[src/rtl/ts_adaptation_field_parser_top_defines.svh]
// assertion macros for the adaptation field parser
`ifndef TS_ADAPTATION_FIELD_PARSER_TOP_DEFINES_SVH
`define TS_ADAPTATION_FIELD_PARSER_TOP_DEFINES_SVH

// same-cycle implication, checked on clk, off during reset
`define TSAFP_ASSERT_NOW(label, ante, cons, msg) \
    label: assert property (@(posedge clk) disable iff (!rst_n) (ante) |-> (cons)) \
        else $error(msg);

// next-cycle implication, checked on clk, off during reset
`define TSAFP_ASSERT_NEXT(label, ante, cons, msg) \
    label: assert property (@(posedge clk) disable iff (!rst_n) (ante) |=> (cons)) \
        else $error(msg);

`endif

[src/rtl/tsafp_pkg.sv]
`timescale 1ns / 1ps

package tsafp_pkg;

    // parser sections in stream order
    typedef enum logic [3:0] {
        PH_LEN      = 4'd0,
        PH_FLAGS    = 4'd1,
        PH_PCR      = 4'd2,
        PH_OPCR     = 4'd3,
        PH_SPLICE   = 4'd4,
        PH_PRIVLEN  = 4'd5,
        PH_PRIVDATA = 4'd6,
        PH_EXTLEN   = 4'd7,
        PH_EXTFLAGS = 4'd8,
        PH_LTW      = 4'd9,
        PH_RATE     = 4'd10,
        PH_SEAM     = 4'd11,
        PH_DONE     = 4'd12
    } phase_t;

    localparam int PhaseLast = 11;

    // field ids of the result stream
    localparam logic [3:0] FID_LENGTH      = 4'd0;
    localparam logic [3:0] FID_FLAGS       = 4'd1;
    localparam logic [3:0] FID_PCR_BASE    = 4'd2;
    localparam logic [3:0] FID_PCR_EXT     = 4'd3;
    localparam logic [3:0] FID_OPCR_BASE   = 4'd4;
    localparam logic [3:0] FID_OPCR_EXT    = 4'd5;
    localparam logic [3:0] FID_SPLICE      = 4'd6;
    localparam logic [3:0] FID_PRIV_LEN    = 4'd7;
    localparam logic [3:0] FID_PRIV_BYTE   = 4'd8;
    localparam logic [3:0] FID_EXT_LEN     = 4'd9;
    localparam logic [3:0] FID_EXT_FLAGS   = 4'd10;
    localparam logic [3:0] FID_LTW         = 4'd11;
    localparam logic [3:0] FID_RATE        = 4'd12;
    localparam logic [3:0] FID_SPLICE_TYPE = 4'd13;
    localparam logic [3:0] FID_DTS         = 4'd14;

    // bytes gathered for multi-byte fields
    localparam logic [2:0] GATHER_CLOCK_REF = 3'd6;
    localparam logic [2:0] GATHER_LTW       = 3'd2;
    localparam logic [2:0] GATHER_RATE      = 3'd3;
    localparam logic [2:0] GATHER_SEAM      = 3'd5;

    // result queue
    localparam int FifoAw    = 3;
    localparam int FifoDepth = 1 << FifoAw;

    typedef struct packed {
        logic [3:0]  id;
        logic [32:0] value;
        logic [5:0]  aux;
        logic        last;
    } result_t;

    // first enabled section after cur, or PH_DONE
    function automatic phase_t next_phase(phase_t cur, logic [7:0] mf, logic [2:0] ef,
                                          logic [7:0] pr);
        logic [PhaseLast:0] en;
        phase_t             np;
        en              = '0;
        en[PH_PCR]      = mf[4];
        en[PH_OPCR]     = mf[3];
        en[PH_SPLICE]   = mf[2];
        en[PH_PRIVLEN]  = mf[1];
        en[PH_PRIVDATA] = mf[1] && (pr != 8'd0);
        en[PH_EXTLEN]   = mf[0];
        en[PH_EXTFLAGS] = mf[0];
        en[PH_LTW]      = mf[0] && ef[2];
        en[PH_RATE]     = mf[0] && ef[1];
        en[PH_SEAM]     = mf[0] && ef[0];
        np = PH_DONE;
        for (int q = PhaseLast; q >= 1; q--)
        begin
            if ((q > int'(cur)) && en[q])
            begin
                np = phase_t'(4'(q));
            end
        end
        return np;
    endfunction

endpackage

[src/rtl/ts_adaptation_field_parser_top.sv]
`timescale 1ns / 1ps
// channel  | handshake           | payload
// input    | in_valid / in_ready | data_byte, start_req, af_present
// output   | out_valid/out_ready | field_id, field_value, aux_bits, last
//
// one byte accepted per cycle while in_ready is high; a byte is decoded in the cycle after it is taken
// its results (none, one or two) enter an 8-entry queue; one result leaves per cycle while out_ready is high
// in_ready drops when the queue, after room for two results of any staged byte, could not hold two more
// a stalled output side fills the queue and then stalls the input side
// rst_n clears parser state, the input-stage valid flag, the queue pointers and the fill count
`include "ts_adaptation_field_parser_top_defines.svh"

module ts_adaptation_field_parser_top
(
    input  logic        clk,
    input  logic        rst_n,
    input  logic        in_valid,
    output logic        in_ready,
    input  logic [7:0]  data_byte,
    input  logic        start_req,
    input  logic        af_present,
    output logic        out_valid,
    input  logic        out_ready,
    output logic [3:0]  field_id,
    output logic [32:0] field_value,
    output logic [5:0]  aux_bits,
    output logic        last
);

    localparam int CntW = tsafp_pkg::FifoAw + 1;

    // input stage
    logic       s1_valid_reg;
    logic [7:0] s1_byte_reg;
    logic       s1_start_reg;
    logic       s1_present_reg;

    // parser state
    logic              active_reg, active_next;
    tsafp_pkg::phase_t phase_reg, phase_next;
    logic [7:0]        main_flags_reg, main_flags_next;
    logic [2:0]        ext_flags_reg, ext_flags_next;
    logic [47:0]       gather_shift_reg, gather_shift_next;
    logic [2:0]        gather_count_reg, gather_count_next;
    logic [7:0]        priv_rem_reg, priv_rem_next;

    // result queue
    tsafp_pkg::result_t           fifo_mem [tsafp_pkg::FifoDepth];
    logic [tsafp_pkg::FifoAw-1:0] wr_ptr_reg, rd_ptr_reg;
    logic [CntW-1:0]              count_reg;

    logic               in_acc, pop;
    logic [7:0]         mf_upd, pr_upd;
    logic [2:0]         ef_upd;
    tsafp_pkg::phase_t  adv_phase;
    logic               adv_fin;
    logic [47:0]        gs_shift;
    logic [2:0]         gc_inc;
    logic [2:0]         gather_need;
    logic               gather_done;
    logic               do_advance;
    logic               fin;
    tsafp_pkg::result_t r0, r1;
    logic [1:0]         n_push;

    assign in_acc   = in_valid && in_ready;
    assign pop      = out_valid && out_ready;
    assign in_ready = ({1'b0, count_reg} + {{(CntW-1){1'b0}}, s1_valid_reg, 1'b0})
                      <= (CntW+1)'(tsafp_pkg::FifoDepth - 2);

    // input stage register
    always_ff @(posedge clk or negedge rst_n)
    begin
        if (!rst_n)
        begin
            s1_valid_reg <= 1'b0;
        end
        else
        begin
            s1_valid_reg <= in_acc;
        end
    end

    always_ff @(posedge clk)
    begin
        if (in_acc)
        begin
            s1_byte_reg    <= data_byte;
            s1_start_reg   <= start_req;
            s1_present_reg <= af_present;
        end
    end

    // flags and counts as they stand after this byte
    assign mf_upd = (phase_reg == tsafp_pkg::PH_FLAGS) ? s1_byte_reg : main_flags_reg;
    assign ef_upd = (phase_reg == tsafp_pkg::PH_EXTFLAGS) ? s1_byte_reg[7:5] : ext_flags_reg;
    assign pr_upd = (phase_reg == tsafp_pkg::PH_PRIVLEN)  ? s1_byte_reg :
                    (phase_reg == tsafp_pkg::PH_PRIVDATA) ? (priv_rem_reg - 8'd1) :
                    priv_rem_reg;

    assign adv_phase = tsafp_pkg::next_phase(phase_reg, mf_upd, ef_upd, pr_upd);
    assign adv_fin   = (adv_phase == tsafp_pkg::PH_DONE);

    // byte gathering for multi-byte fields
    assign gs_shift = {gather_shift_reg[39:0], s1_byte_reg};
    assign gc_inc   = gather_count_reg + 3'd1;

    always_comb
    begin
        unique case (phase_reg)
            tsafp_pkg::PH_PCR,
            tsafp_pkg::PH_OPCR: gather_need = tsafp_pkg::GATHER_CLOCK_REF;
            tsafp_pkg::PH_LTW:  gather_need = tsafp_pkg::GATHER_LTW;
            tsafp_pkg::PH_RATE: gather_need = tsafp_pkg::GATHER_RATE;
            tsafp_pkg::PH_SEAM: gather_need = tsafp_pkg::GATHER_SEAM;
            default:            gather_need = 3'd0;
        endcase
    end

    assign gather_done = (gather_need != 3'd0) && (gc_inc >= gather_need);

    // whether this byte closes the current section
    always_comb
    begin
        unique case (phase_reg)
            tsafp_pkg::PH_FLAGS,
            tsafp_pkg::PH_SPLICE,
            tsafp_pkg::PH_PRIVLEN,
            tsafp_pkg::PH_EXTLEN,
            tsafp_pkg::PH_EXTFLAGS: do_advance = 1'b1;
            tsafp_pkg::PH_PRIVDATA: do_advance = (pr_upd == 8'd0);
            tsafp_pkg::PH_PCR,
            tsafp_pkg::PH_OPCR,
            tsafp_pkg::PH_LTW,
            tsafp_pkg::PH_RATE,
            tsafp_pkg::PH_SEAM:     do_advance = gather_done;
            default:                do_advance = 1'b0;
        endcase
    end

    assign fin = do_advance && adv_fin;

    // next parser state
    always_comb
    begin
        active_next       = active_reg;
        phase_next        = phase_reg;
        main_flags_next   = main_flags_reg;
        ext_flags_next    = ext_flags_reg;
        gather_shift_next = gather_shift_reg;
        gather_count_next = gather_count_reg;
        priv_rem_next     = priv_rem_reg;
        if (s1_valid_reg)
        begin
            if (s1_start_reg)
            begin
                active_next       = 1'b0;
                phase_next        = tsafp_pkg::PH_LEN;
                main_flags_next   = 8'd0;
                ext_flags_next    = 3'd0;
                gather_shift_next = 48'd0;
                gather_count_next = 3'd0;
                priv_rem_next     = 8'd0;
                if (s1_present_reg && (s1_byte_reg != 8'd0))
                begin
                    active_next = 1'b1;
                    phase_next  = tsafp_pkg::PH_FLAGS;
                end
            end
            else if (active_reg)
            begin
                main_flags_next = mf_upd;
                ext_flags_next  = ef_upd;
                priv_rem_next   = pr_upd;
                unique case (phase_reg)
                    tsafp_pkg::PH_PCR,
                    tsafp_pkg::PH_OPCR,
                    tsafp_pkg::PH_LTW,
                    tsafp_pkg::PH_RATE,
                    tsafp_pkg::PH_SEAM:
                    begin
                        gather_shift_next = gs_shift;
                        gather_count_next = gc_inc;
                    end
                    tsafp_pkg::PH_FLAGS,
                    tsafp_pkg::PH_SPLICE,
                    tsafp_pkg::PH_PRIVLEN,
                    tsafp_pkg::PH_PRIVDATA,
                    tsafp_pkg::PH_EXTLEN,
                    tsafp_pkg::PH_EXTFLAGS:
                    begin
                    end
                    default:
                    begin
                        active_next = 1'b0;
                        phase_next  = tsafp_pkg::PH_LEN;
                    end
                endcase
                if (do_advance)
                begin
                    gather_shift_next = 48'd0;
                    gather_count_next = 3'd0;
                    if (adv_fin)
                    begin
                        active_next = 1'b0;
                        phase_next  = tsafp_pkg::PH_LEN;
                    end
                    else
                    begin
                        phase_next = adv_phase;
                    end
                end
            end
        end
    end

    always_ff @(posedge clk or negedge rst_n)
    begin
        if (!rst_n)
        begin
            active_reg       <= 1'b0;
            phase_reg        <= tsafp_pkg::PH_LEN;
            main_flags_reg   <= 8'd0;
            ext_flags_reg    <= 3'd0;
            gather_shift_reg <= 48'd0;
            gather_count_reg <= 3'd0;
            priv_rem_reg     <= 8'd0;
        end
        else
        begin
            active_reg       <= active_next;
            phase_reg        <= phase_next;
            main_flags_reg   <= main_flags_next;
            ext_flags_reg    <= ext_flags_next;
            gather_shift_reg <= gather_shift_next;
            gather_count_reg <= gather_count_next;
            priv_rem_reg     <= priv_rem_next;
        end
    end

    // results of this byte
    always_comb
    begin
        r0     = '0;
        r1     = '0;
        n_push = 2'd0;
        if (s1_valid_reg)
        begin
            if (s1_start_reg)
            begin
                n_push = 2'd1;
                r0.id  = tsafp_pkg::FID_LENGTH;
                if (s1_present_reg && (s1_byte_reg != 8'd0))
                begin
                    r0.value = {25'd0, s1_byte_reg};
                end
                else
                begin
                    r0.last = 1'b1;
                end
            end
            else if (active_reg)
            begin
                unique case (phase_reg)
                    tsafp_pkg::PH_FLAGS:
                    begin
                        n_push   = 2'd1;
                        r0.id    = tsafp_pkg::FID_FLAGS;
                        r0.value = {25'd0, s1_byte_reg};
                        r0.last  = fin;
                    end
                    tsafp_pkg::PH_PCR,
                    tsafp_pkg::PH_OPCR:
                    begin
                        if (gather_done)
                        begin
                            n_push   = 2'd2;
                            r0.id    = (phase_reg == tsafp_pkg::PH_PCR) ?
                                       tsafp_pkg::FID_PCR_BASE : tsafp_pkg::FID_OPCR_BASE;
                            r0.value = gs_shift[47:15];
                            r1.id    = (phase_reg == tsafp_pkg::PH_PCR) ?
                                       tsafp_pkg::FID_PCR_EXT : tsafp_pkg::FID_OPCR_EXT;
                            r1.value = {24'd0, gs_shift[8:0]};
                            r1.aux   = gs_shift[14:9];
                            r1.last  = fin;
                        end
                    end
                    tsafp_pkg::PH_SPLICE:
                    begin
                        n_push   = 2'd1;
                        r0.id    = tsafp_pkg::FID_SPLICE;
                        r0.value = {25'd0, s1_byte_reg};
                        r0.last  = fin;
                    end
                    tsafp_pkg::PH_PRIVLEN:
                    begin
                        n_push   = 2'd1;
                        r0.id    = tsafp_pkg::FID_PRIV_LEN;
                        r0.value = {25'd0, s1_byte_reg};
                        r0.last  = fin;
                    end
                    tsafp_pkg::PH_PRIVDATA:
                    begin
                        n_push   = 2'd1;
                        r0.id    = tsafp_pkg::FID_PRIV_BYTE;
                        r0.value = {25'd0, s1_byte_reg};
                        r0.last  = fin;
                    end
                    tsafp_pkg::PH_EXTLEN:
                    begin
                        n_push   = 2'd1;
                        r0.id    = tsafp_pkg::FID_EXT_LEN;
                        r0.value = {25'd0, s1_byte_reg};
                        r0.last  = fin;
                    end
                    tsafp_pkg::PH_EXTFLAGS:
                    begin
                        n_push   = 2'd1;
                        r0.id    = tsafp_pkg::FID_EXT_FLAGS;
                        r0.value = {30'd0, s1_byte_reg[7:5]};
                        r0.aux   = {1'b0, s1_byte_reg[4:0]};
                        r0.last  = fin;
                    end
                    tsafp_pkg::PH_LTW:
                    begin
                        if (gather_done)
                        begin
                            n_push   = 2'd1;
                            r0.id    = tsafp_pkg::FID_LTW;
                            r0.value = {18'd0, gs_shift[14:0]};
                            r0.aux   = {5'd0, gs_shift[15]};
                            r0.last  = fin;
                        end
                    end
                    tsafp_pkg::PH_RATE:
                    begin
                        if (gather_done)
                        begin
                            n_push   = 2'd1;
                            r0.id    = tsafp_pkg::FID_RATE;
                            r0.value = {11'd0, gs_shift[21:0]};
                            r0.aux   = {4'd0, gs_shift[23:22]};
                            r0.last  = fin;
                        end
                    end
                    tsafp_pkg::PH_SEAM:
                    begin
                        if (gather_done)
                        begin
                            n_push   = 2'd2;
                            r0.id    = tsafp_pkg::FID_SPLICE_TYPE;
                            r0.value = {29'd0, gs_shift[39:36]};
                            r1.id    = tsafp_pkg::FID_DTS;
                            r1.value = {gs_shift[35:33], gs_shift[31:17], gs_shift[15:1]};
                            r1.aux   = {3'd0, gs_shift[32], gs_shift[16], gs_shift[0]};
                            r1.last  = fin;
                        end
                    end
                    default:
                    begin
                        n_push = 2'd0;
                    end
                endcase
            end
        end
    end

    // result queue write side
    always_ff @(posedge clk)
    begin
        if (n_push != 2'd0)
        begin
            fifo_mem[wr_ptr_reg] <= r0;
        end
        if (n_push == 2'd2)
        begin
            fifo_mem[wr_ptr_reg + tsafp_pkg::FifoAw'(1)] <= r1;
        end
    end

    // queue pointers and fill count
    always_ff @(posedge clk or negedge rst_n)
    begin
        if (!rst_n)
        begin
            wr_ptr_reg <= '0;
            rd_ptr_reg <= '0;
            count_reg  <= '0;
        end
        else
        begin
            wr_ptr_reg <= wr_ptr_reg + tsafp_pkg::FifoAw'(n_push);
            rd_ptr_reg <= rd_ptr_reg + tsafp_pkg::FifoAw'(pop);
            count_reg  <= count_reg + CntW'(n_push) - CntW'(pop);
        end
    end

    // head of queue drives the output transaction
    assign out_valid   = (count_reg != '0);
    assign field_id    = fifo_mem[rd_ptr_reg].id;
    assign field_value = fifo_mem[rd_ptr_reg].value;
    assign aux_bits    = fifo_mem[rd_ptr_reg].aux;
    assign last        = fifo_mem[rd_ptr_reg].last;

    // checks
    `TSAFP_ASSERT_NOW(a_room_for_byte, s1_valid_reg,
        count_reg <= CntW'(tsafp_pkg::FifoDepth - 2), "queue too full for a decoded byte")
    `TSAFP_ASSERT_NOW(a_pair_source, n_push == 2'd2,
        !s1_start_reg && (phase_reg == tsafp_pkg::PH_PCR || phase_reg == tsafp_pkg::PH_OPCR ||
        phase_reg == tsafp_pkg::PH_SEAM), "two results from a single-result section")
    `TSAFP_ASSERT_NEXT(a_last_stops, s1_valid_reg && !s1_start_reg && (r0.last || r1.last),
        !active_reg, "parser still active after the last result")
    `TSAFP_ASSERT_NOW(a_active_phase, active_reg,
        phase_reg != tsafp_pkg::PH_LEN && phase_reg != tsafp_pkg::PH_DONE,
        "active parser in an idle section")

endmodule
[config.mk]
export PLATFORM = sky130hd
export DESIGN_NAME = ts_adaptation_field_parser_top
export DESIGN_NICKNAME = d
export VERILOG_FILES = /design/src/rtl/tsafp_pkg.sv /design/src/rtl/ts_adaptation_field_parser_top.sv
export VERILOG_INCLUDE_DIRS = /design/src /design/src/rtl
export SDC_FILE = /design/constraint.sdc
export NUM_CORES = 1
export LEC_CHECK = 0
export BUFFER_PORTS_ARGS = -buffer_cell sky130_fd_sc_hd__buf_2
export CORE_AREA = 2 2 194 196
export DETAILED_ROUTE_END_ITERATION = 8
export DIE_AREA = 0 0 196 198
export PLACE_DENSITY = 0.75
export SETUP_SLACK_MARGIN = 0.3
export SKIP_CTS_REPAIR_TIMING = 1
export SYNTH_ARGS = -nofsm -noshare
export SYNTH_HDL_FRONTEND = slang
export SYNTH_SLANG_ARGS = --single-unit
export TNS_END_PERCENT = 30
[constraint.sdc]
create_clock -name clk -period 18.44 [get_ports clk]
set_input_delay 0.922 -clock clk [delete_from_list [all_inputs] [get_ports clk]]
set_output_delay 0.922 -clock clk [all_outputs]
set_load 0.005 [all_outputs]
==> out/metrics.yaml, run 1 <==
run_status:
  outcome: "finished, final reports clean"
power:
  power.density_mw_per_mm2: 124
  p_int_mw: 2.02
  seqPwrFrac_pct: 43.5
  swShare_pct: 31.6
  pwr-share-comb_pct: 27.0
  p_sw_uw: 933
  leakage_nw: 8.20
  clkPwrFrac_pct: 29.5
  ir_drop_uv: 110
global_route:
  antenna_found_initial: 0
  met2_usage_pct: 49.6
  busiest_layer: "met2"
  met1_usage_pct: 40.2
  overflow: 0
  grt_max_degree: 108
  grt_pass1_vias: 15101
  met3_usage_pct: 5.60
  grtUsageTotal_pct: 30.1
  grt_pass1_wl_microns: 88100
sta:
  worstMarginPinSlew_ns: 1.35
  max_freq_mhz: 164
  setup_viol: 0
  drv_slew: 0
  slew-limit-headroom_pct: 8.93
  period_share_pct: 33.0
  rsz0062_at_grt: "no"
  skew_ns: 0.0185
  hold_viol_final: 0
  setup_slack_ns: 12.36
  tns_ns: 0
  finalCriticalPeriod_ns: 6.08
setup_path:
  worstReg2RegEnd: "fifo_mem[6][27]"
  worstPathRequired_ns: 18.67
  cpPeakStageDelay_ns: 0.77
  crit_type: "reg -> reg"
  path_cells: "inv_1 > ha_1 > nand2_1 > nor2_1 > or2_2 > nor2_1 > ha_1 > a21o_1 > a21oi_1 > nor3_2 > o221a_2 > nand3_4 > o21ai_4 > buf_4"
  worstPathArrival_ns: 6.31
  cp-start-kind: "flop"
  critPathCaptureType: "flop"
  crit_path_max_fanout: 71
  r2r_slack_ns: 12.36
  worst-r2r-cell-count: 14
  crit_slowest_cell: "o21ai_4"
  reg2reg_from: "phase_reg[2]"
layout:
  layout.nets: 1779
  antenna_cells: 0
  layout-drive-gt1-share_pct: 18.0
  largest_register_ffs: 352
  fillers: 2696
  area_delta_synth_final_pct: 9.25
  final_area_sq_mm: 0.0239
  layout_common_cells: "edfxtp_1 (362), o21ai_0 (244), nand2_1 (155)"
  final_common_cell: "edfxtp_1"
clocking:
  cts_root_buf: "clkbuf_16"
  numClockSinks: 437
  htree_levels: 2
  insertion_delay_ns: 0.58
  cts_inserted_buffers: 45
  clock_path_buffers: 3
  cts_tree: "built"
  clk_pin_slew_ns: 0.06
synth:
  syn_avg_cell_area_sq_um: 12.4
  synth_seq_cells: 437
  synth_top_area_share_pct: 49.7
  ys_types: 69
  synth_edf_count: 362
  synth_nets: 1798
  syn-instance-count: 1760
  async_reset_ff_share_pct: 17.2
  yosys_warnings: 0
  synth_ff_type: "edfxtp_1"
  synth.cell_area_sq_mm: 0.0219
  ys_top_cells_by_area: "edfxtp_1 (50%), mux4_2 (9.1%), dfrtp_1 (8.6%), o21ai_0 (5.7%), a22o_1 (2.9%)"
  synth_area_leader_cell: "edfxtp_1"
  ys_seq_area_share_pct: 58.3
route:
  drc: 0
  drtAntennaViolNets: 0
  routedWlPerCell_microns: 25.2
  vias_per_cell: 6.76
  drt_first_pass_iters: 6
  routed_wl_microns: 56700
  vias: 15214
  drt_iter0_markers: 1751
hold_path:
  hold_path_class: "reg -> reg"
  hp-start: "rd_ptr_reg[2]"
  hold-path-cell-count: 1
  min_to: "rd_ptr_reg[2]"
placed_design:
  port_buffers: 59
  dp_hpwl_microns: 33800
  pre_cts_ws_ns: 12.37
  place_area_sq_mm: 0.0225
  gp_congestion: 0.927
die:
  io_pins: 60
  coreArea_sq_mm: 0.0370
  start_util_pct: 59.2
  die_area_sq_mm: 0.0388
  die_x_microns: 196
  die_h_microns: 198
  row_count: 71
flow_run:
  max_cap_viol_count: 0
synth_stat cells, types with 24 or more instances:
cell type,n
o21ai_0,250
a22o_1,73
edfxtp_1,362
nand3_1,100
mux2_2,46
nand2_1,157
mux4_2,88
mux2i_1,59
nor2_1,116
a21oi_1,81
inv_1,24
dfrtp_1,75
buf_1,35
clkbuf_1,103
power groups by stage:
stage | combinational, mW | sequential (mW) | clock (mW)
final | 0.797 | 1.29 | 0.872
after global routing | 0.861 | 1.30 | 0.918
after CTS | 0.800 | 1.29 | 0.878
after detailed placement | 0.795 | 1.31 | 0
after global placement | 0.787 | 1.30 | 0
after floorplan | 0.617 | 1.21 | 0
critical path, delay by kind of cell, from the launching register on:
kind                       cells  cell delay (ns)
and+or+nand+nor                6             2.39
adders and majority gates      2             0.72
DFF                            1             0.46
buffers and inverters          2             0.65
AOI/OAI and AO/OA              4             1.51
through the flow:
| stage | total power, mW | hold slack [ns] | cells | util (%) |
|---|---|---|---|---|
| 2_1_floorplan | 1.82 | 0.450 | 1760 | - |
| 3_3_place_gp | 2.09 | 0.447 | 2168 | 60.9 |
| 3_5_place_dp | 2.10 | 0.450 | 2168 | 60.9 |
| 4_1_cts | 2.96 | 0.461 | 2250 | 64.6 |
| 5_1_grt | 3.08 | 0.488 | 2250 | 64.6 |
| 6_report | 2.96 | 0.457 | 2250 | 64.6 |
metal layers:
metal | up-vias | routed length, microns
met3 | 125 | 5320
met2 | 839 | 27800
met1 | 7572 | 21800
li1 | 6678 | -
met5 | - | 0
met4 | 0 | 1750
kinds of logic after synthesis:
logic type	after synthesis	share of synthesized area, %
AOI/OAI and AO/OA	476	13.2
xor gates and xnor gates	11	0.475
adders and majority gates	24	1.44
buffers and inverters	178	3.31
DFF	437	58.3
muxes	193	14.1
and+or+nand+nor	441	9.19
final cells by class:
type	count	area [sq um]	area share (%)
tap	474	593	2.48
clock buffer	65	1270	5.33
timing repair buffer	88	515	2.16
multi-input combinational	1145	8540	35.7
sequential	437	12800	53.4
clock inverter	17	119	0.498
inverter	24	90.1	0.377
worst max-delay path by stage:
stage / cells past startpoint / startpoint / to / slack [ns]
after floorplan: 14 / phase_reg[3] / fifo_mem[1][0] / 11.91
after global placement: 14 / phase_reg[2] / fifo_mem[6][27] / 12.59
after detailed placement: 14 / phase_reg[2] / fifo_mem[6][32] / 12.37
after CTS: 14 / phase_reg[2] / fifo_mem[6][39] / 12.35
after global routing: 14 / phase_reg[2] / fifo_mem[6][39] / 11.82
final: 14 / phase_reg[2] / fifo_mem[6][27] / 12.36
No activity file was read; power rests on OpenSTA's default activity.
==> run 2: changes to the inputs <==
==> constraint.sdc (replaced) <==
create_clock -name clk -period 5.7 [get_ports clk]
set_input_delay 0.285 -clock clk [delete_from_list [all_inputs] [get_ports clk]]
set_output_delay 0.285 -clock clk [all_outputs]
set_load 0.005 [all_outputs]
==> run 2 against run 1 <==
Compared with the run above:
- first-iteration DRC count decreased by 1.4%
- clock power increased to 3.3 times the previous value
- sequential share of layout area decreased by 0.54 points
- cell count increased by 1.0%
- wire length increased by 2.7%
- utilization increased by 0.66 points
- sequential power increased to 3.2 times the previous value
- fmax increased by 25%
- power increased to 3.3 times the previous value
- non-clock buffer count increased by 21
- critical path depth increased by 1
- critical endpoint is now fifo_mem[3][6]
==> out/metrics.yaml, run 2 (synthesis results as in run 1) <==
run_status:
  outcome: "finished, final reports clean"  # unchanged
setup_path:
  crit_start: "phase_reg[2]"  # unchanged
  critPathCaptureType: "flop"  # unchanged
  crit_path_max_fanout: 32  # was 71
  worst-r2r-cell-count: 15  # was 14
  r2r_slack_ns: 0.84  # was 12.36 ns
  crit_slowest_cell: "buf_4"  # was o21ai_4
  path_cells: "inv_1 > ha_1 > nand2_1 > nor2_1 > buf_4 > or2_2 > nor2_1 > ha_1 > a21o_1 > a21o_1 > a211oi_1 > o221ai_1 > or2_2 > o21ai_4 > buf_4"  # was inv_1 > ha_1 > nand2_1 > nor2_1 > or2_2 > nor2_1 > ha_1 > a21o_1 > a21oi_1 > nor3_2 > o221a_2 > nand3_4 > o21ai_4 > buf_4
  cp-start-kind: "flop"  # unchanged
  worstPathArrival_ns: 5.06  # was 6.31 ns
  cpPeakStageDelay_ns: 0.58  # was 0.77 ns
  worstReg2RegEnd: "fifo_mem[3][6]"  # was fifo_mem[6][27]
  crit_type: "reg -> reg"  # unchanged
  crit_end: "fifo_mem[3][6]"  # was fifo_mem[6][27]
  reg2reg_from: "phase_reg[2]"  # unchanged
  worstPathRequired_ns: 5.91  # was 18.67 ns
placed_design:
  pre_cts_ws_ns: 0.910  # was 12.37 ns
  port_buffers: 59  # unchanged
  gp_congestion: 0.878  # was 0.927
  placed_cells: 2178  # was 2,168
  place_area_sq_mm: 0.0226  # was 0.0225 sq mm
  dp_hpwl_microns: 34000  # was 33,800 microns
sta:
  setup_slack_ns: 0.845  # was 12.36 ns
  setup_viol: 0  # unchanged
  skew_ns: 0.0184  # was 0.0185 ns
  slew-limit-headroom_pct: 17.2  # was 8.93%
  rsz0062_at_grt: "no"  # unchanged
  finalCriticalPeriod_ns: 4.86  # was 6.08 ns
  hold_viol_final: 0  # unchanged
  max_freq_mhz: 206  # was 164 MHz
  fin_hold_ws_ns: 0.102  # was 0.457 ns
  tns_ns: 0  # unchanged
  worstMarginPinSlew_ns: 1.24  # was 1.35 ns
  period_share_pct: 85.2  # was 33.0%
  drv_slew: 0  # unchanged
die:
  row_count: 71  # unchanged
  io_pins: 60  # unchanged
  start_util_pct: 59.2  # unchanged
  die_h_microns: 198  # unchanged
  die_x_microns: 196  # unchanged
  coreArea_sq_mm: 0.0370  # unchanged
  die_area_sq_mm: 0.0388  # unchanged
global_route:
  grtUsageTotal_pct: 30.9  # was 30.1%
  grt_max_degree: 98  # was 108
  grt_pass1_vias: 15308  # was 15,101
  antenna_found_initial: 0  # unchanged
  overflow: 0  # unchanged
  grt_pass1_wl_microns: 90200  # was 88,100 microns
clocking:
  clk_pin_slew_ns: 0.06  # about the same
  insertion_delay_ns: 0.58  # about the same
  htree_levels: 2  # unchanged
  cts_inserted_buffers: 46  # was 45
  cts_tree: "built"  # unchanged
  clock_path_buffers: 3  # unchanged
  cts_root_buf: "clkbuf_16"  # unchanged
  numClockSinks: 437  # unchanged
layout:
  fillers: 2693  # was 2,696
  layout.nets: 1801  # was 1,779
  final_common_cell: "edfxtp_1"  # unchanged
  layout_common_cells: "edfxtp_1 (362), o21ai_0 (244), nand2_1 (155)"  # unchanged
  final_util_pct: 65.3  # was 64.6%
  area_delta_synth_final_pct: 10.4  # was 9.25%
  largest_register_ffs: 352  # unchanged
  antenna_cells: 0  # unchanged
  final_cells: 2273  # was 2,250
  final_area_sq_mm: 0.0241  # was 0.0239 sq mm
  layout-drive-gt1-share_pct: 18.6  # was 18.0%
hold_path:
  hold_path_class: "in -> reg"  # was reg -> reg
  hp-start: "out_ready"  # was rd_ptr_reg[2]
route:
  wirelength_met1_microns: 22000  # was 21,800 microns
  drt_first_pass_iters: 6  # unchanged
  routed_wl_microns: 58200  # was 56,700 microns
  wl_met2_microns: 27800  # about the same
  dr_wl_met3_microns: 6070  # was 5320 microns
  top_layer: "met4"  # unchanged
  vias: 15370  # was 15,214
  drc: 0  # unchanged
  drt_iter0_markers: 1726  # was 1,751
  vias_per_cell: 6.76  # about the same
  drtAntennaViolNets: 0  # unchanged
  routedWlPerCell_microns: 25.6  # was 25.2 microns
flow_run:
  max_cap_viol_count: 0  # unchanged
power:
  power_mw: 9.66  # was 2.96 mW
  leakage_nw: 8.32  # was 8.20 nW
  power.density_mw_per_mm2: 400  # was 124 mW/mm^2
  ir_drop_uv: 418  # was 110 uV
run 2: cell count changes in the layout (fill, tap and decap cells not counted), moves of 2 or more:
cell / previous run / this run
dlygate4sd3_1: 0 / 11
buf_4: 30 / 38
clkbuf_8: 3 / 7
buf_12: 0 / 2
clkbuf_1: 15 / 13
inv_8: 2 / 0
run 2: report_power, final:
| part | leakage [nW] | switching [mW] | total (mW) | internal (mW) |
|---|---|---|---|---|
| combinational | 3.60 | 1.42 | 2.63 | 1.21 |
| sequential | 4.02 | 0.403 | 4.15 | 3.75 |
| clock | 0.706 | 1.24 | 2.87 | 1.63 |
run 2: metal layers:
| layer | global-route usage [%] | vias to the layer above |
|---|---|---|
| li1 | - | 6723 |
| met4 | 13.2 | 0 |
| met2 | 49.9 | 928 |
| met1 | 41.6 | 7548 |
| met3 | 5.54 | 171 |
| met5 | 0 | - |
run 2: how the worst min path moves through the flow:
stage                endpoint  slack (ns)  cells after the start
6_report        rd_ptr_reg[0]        0.10                      3
5_1_grt         rd_ptr_reg[0]        0.14                      3
4_1_cts        s1_byte_reg[4]       -0.13                      1
3_5_place_dp    rd_ptr_reg[2]        0.45                      1
3_3_place_gp    rd_ptr_reg[2]        0.45                      1
2_1_floorplan      active_reg       -0.01                      0
run 2: layout make-up:
cell class	count	area, sq um	area share [%]
Sequential cell	437	12800	52.9
Multi-Input combinational cell	1145	8540	35.4
Clock buffer	66	1300	5.37
Timing Repair Buffer	109	726	3.01
Tap cell	474	593	2.46
Clock inverter	18	131	0.544
Inverter	24	90.1	0.373
run 2: critical path, delay by kind of cell (launching register included):
kind / cells / cell delay, ns
AO/OA/AOI/OAI: 5 / 1.47
adder cells (fa/ha/maj): 2 / 0.57
buffers and inverters: 3 / 0.89
flip-flops: 1 / 0.45
AND/OR/NAND/NOR: 5 / 1.08
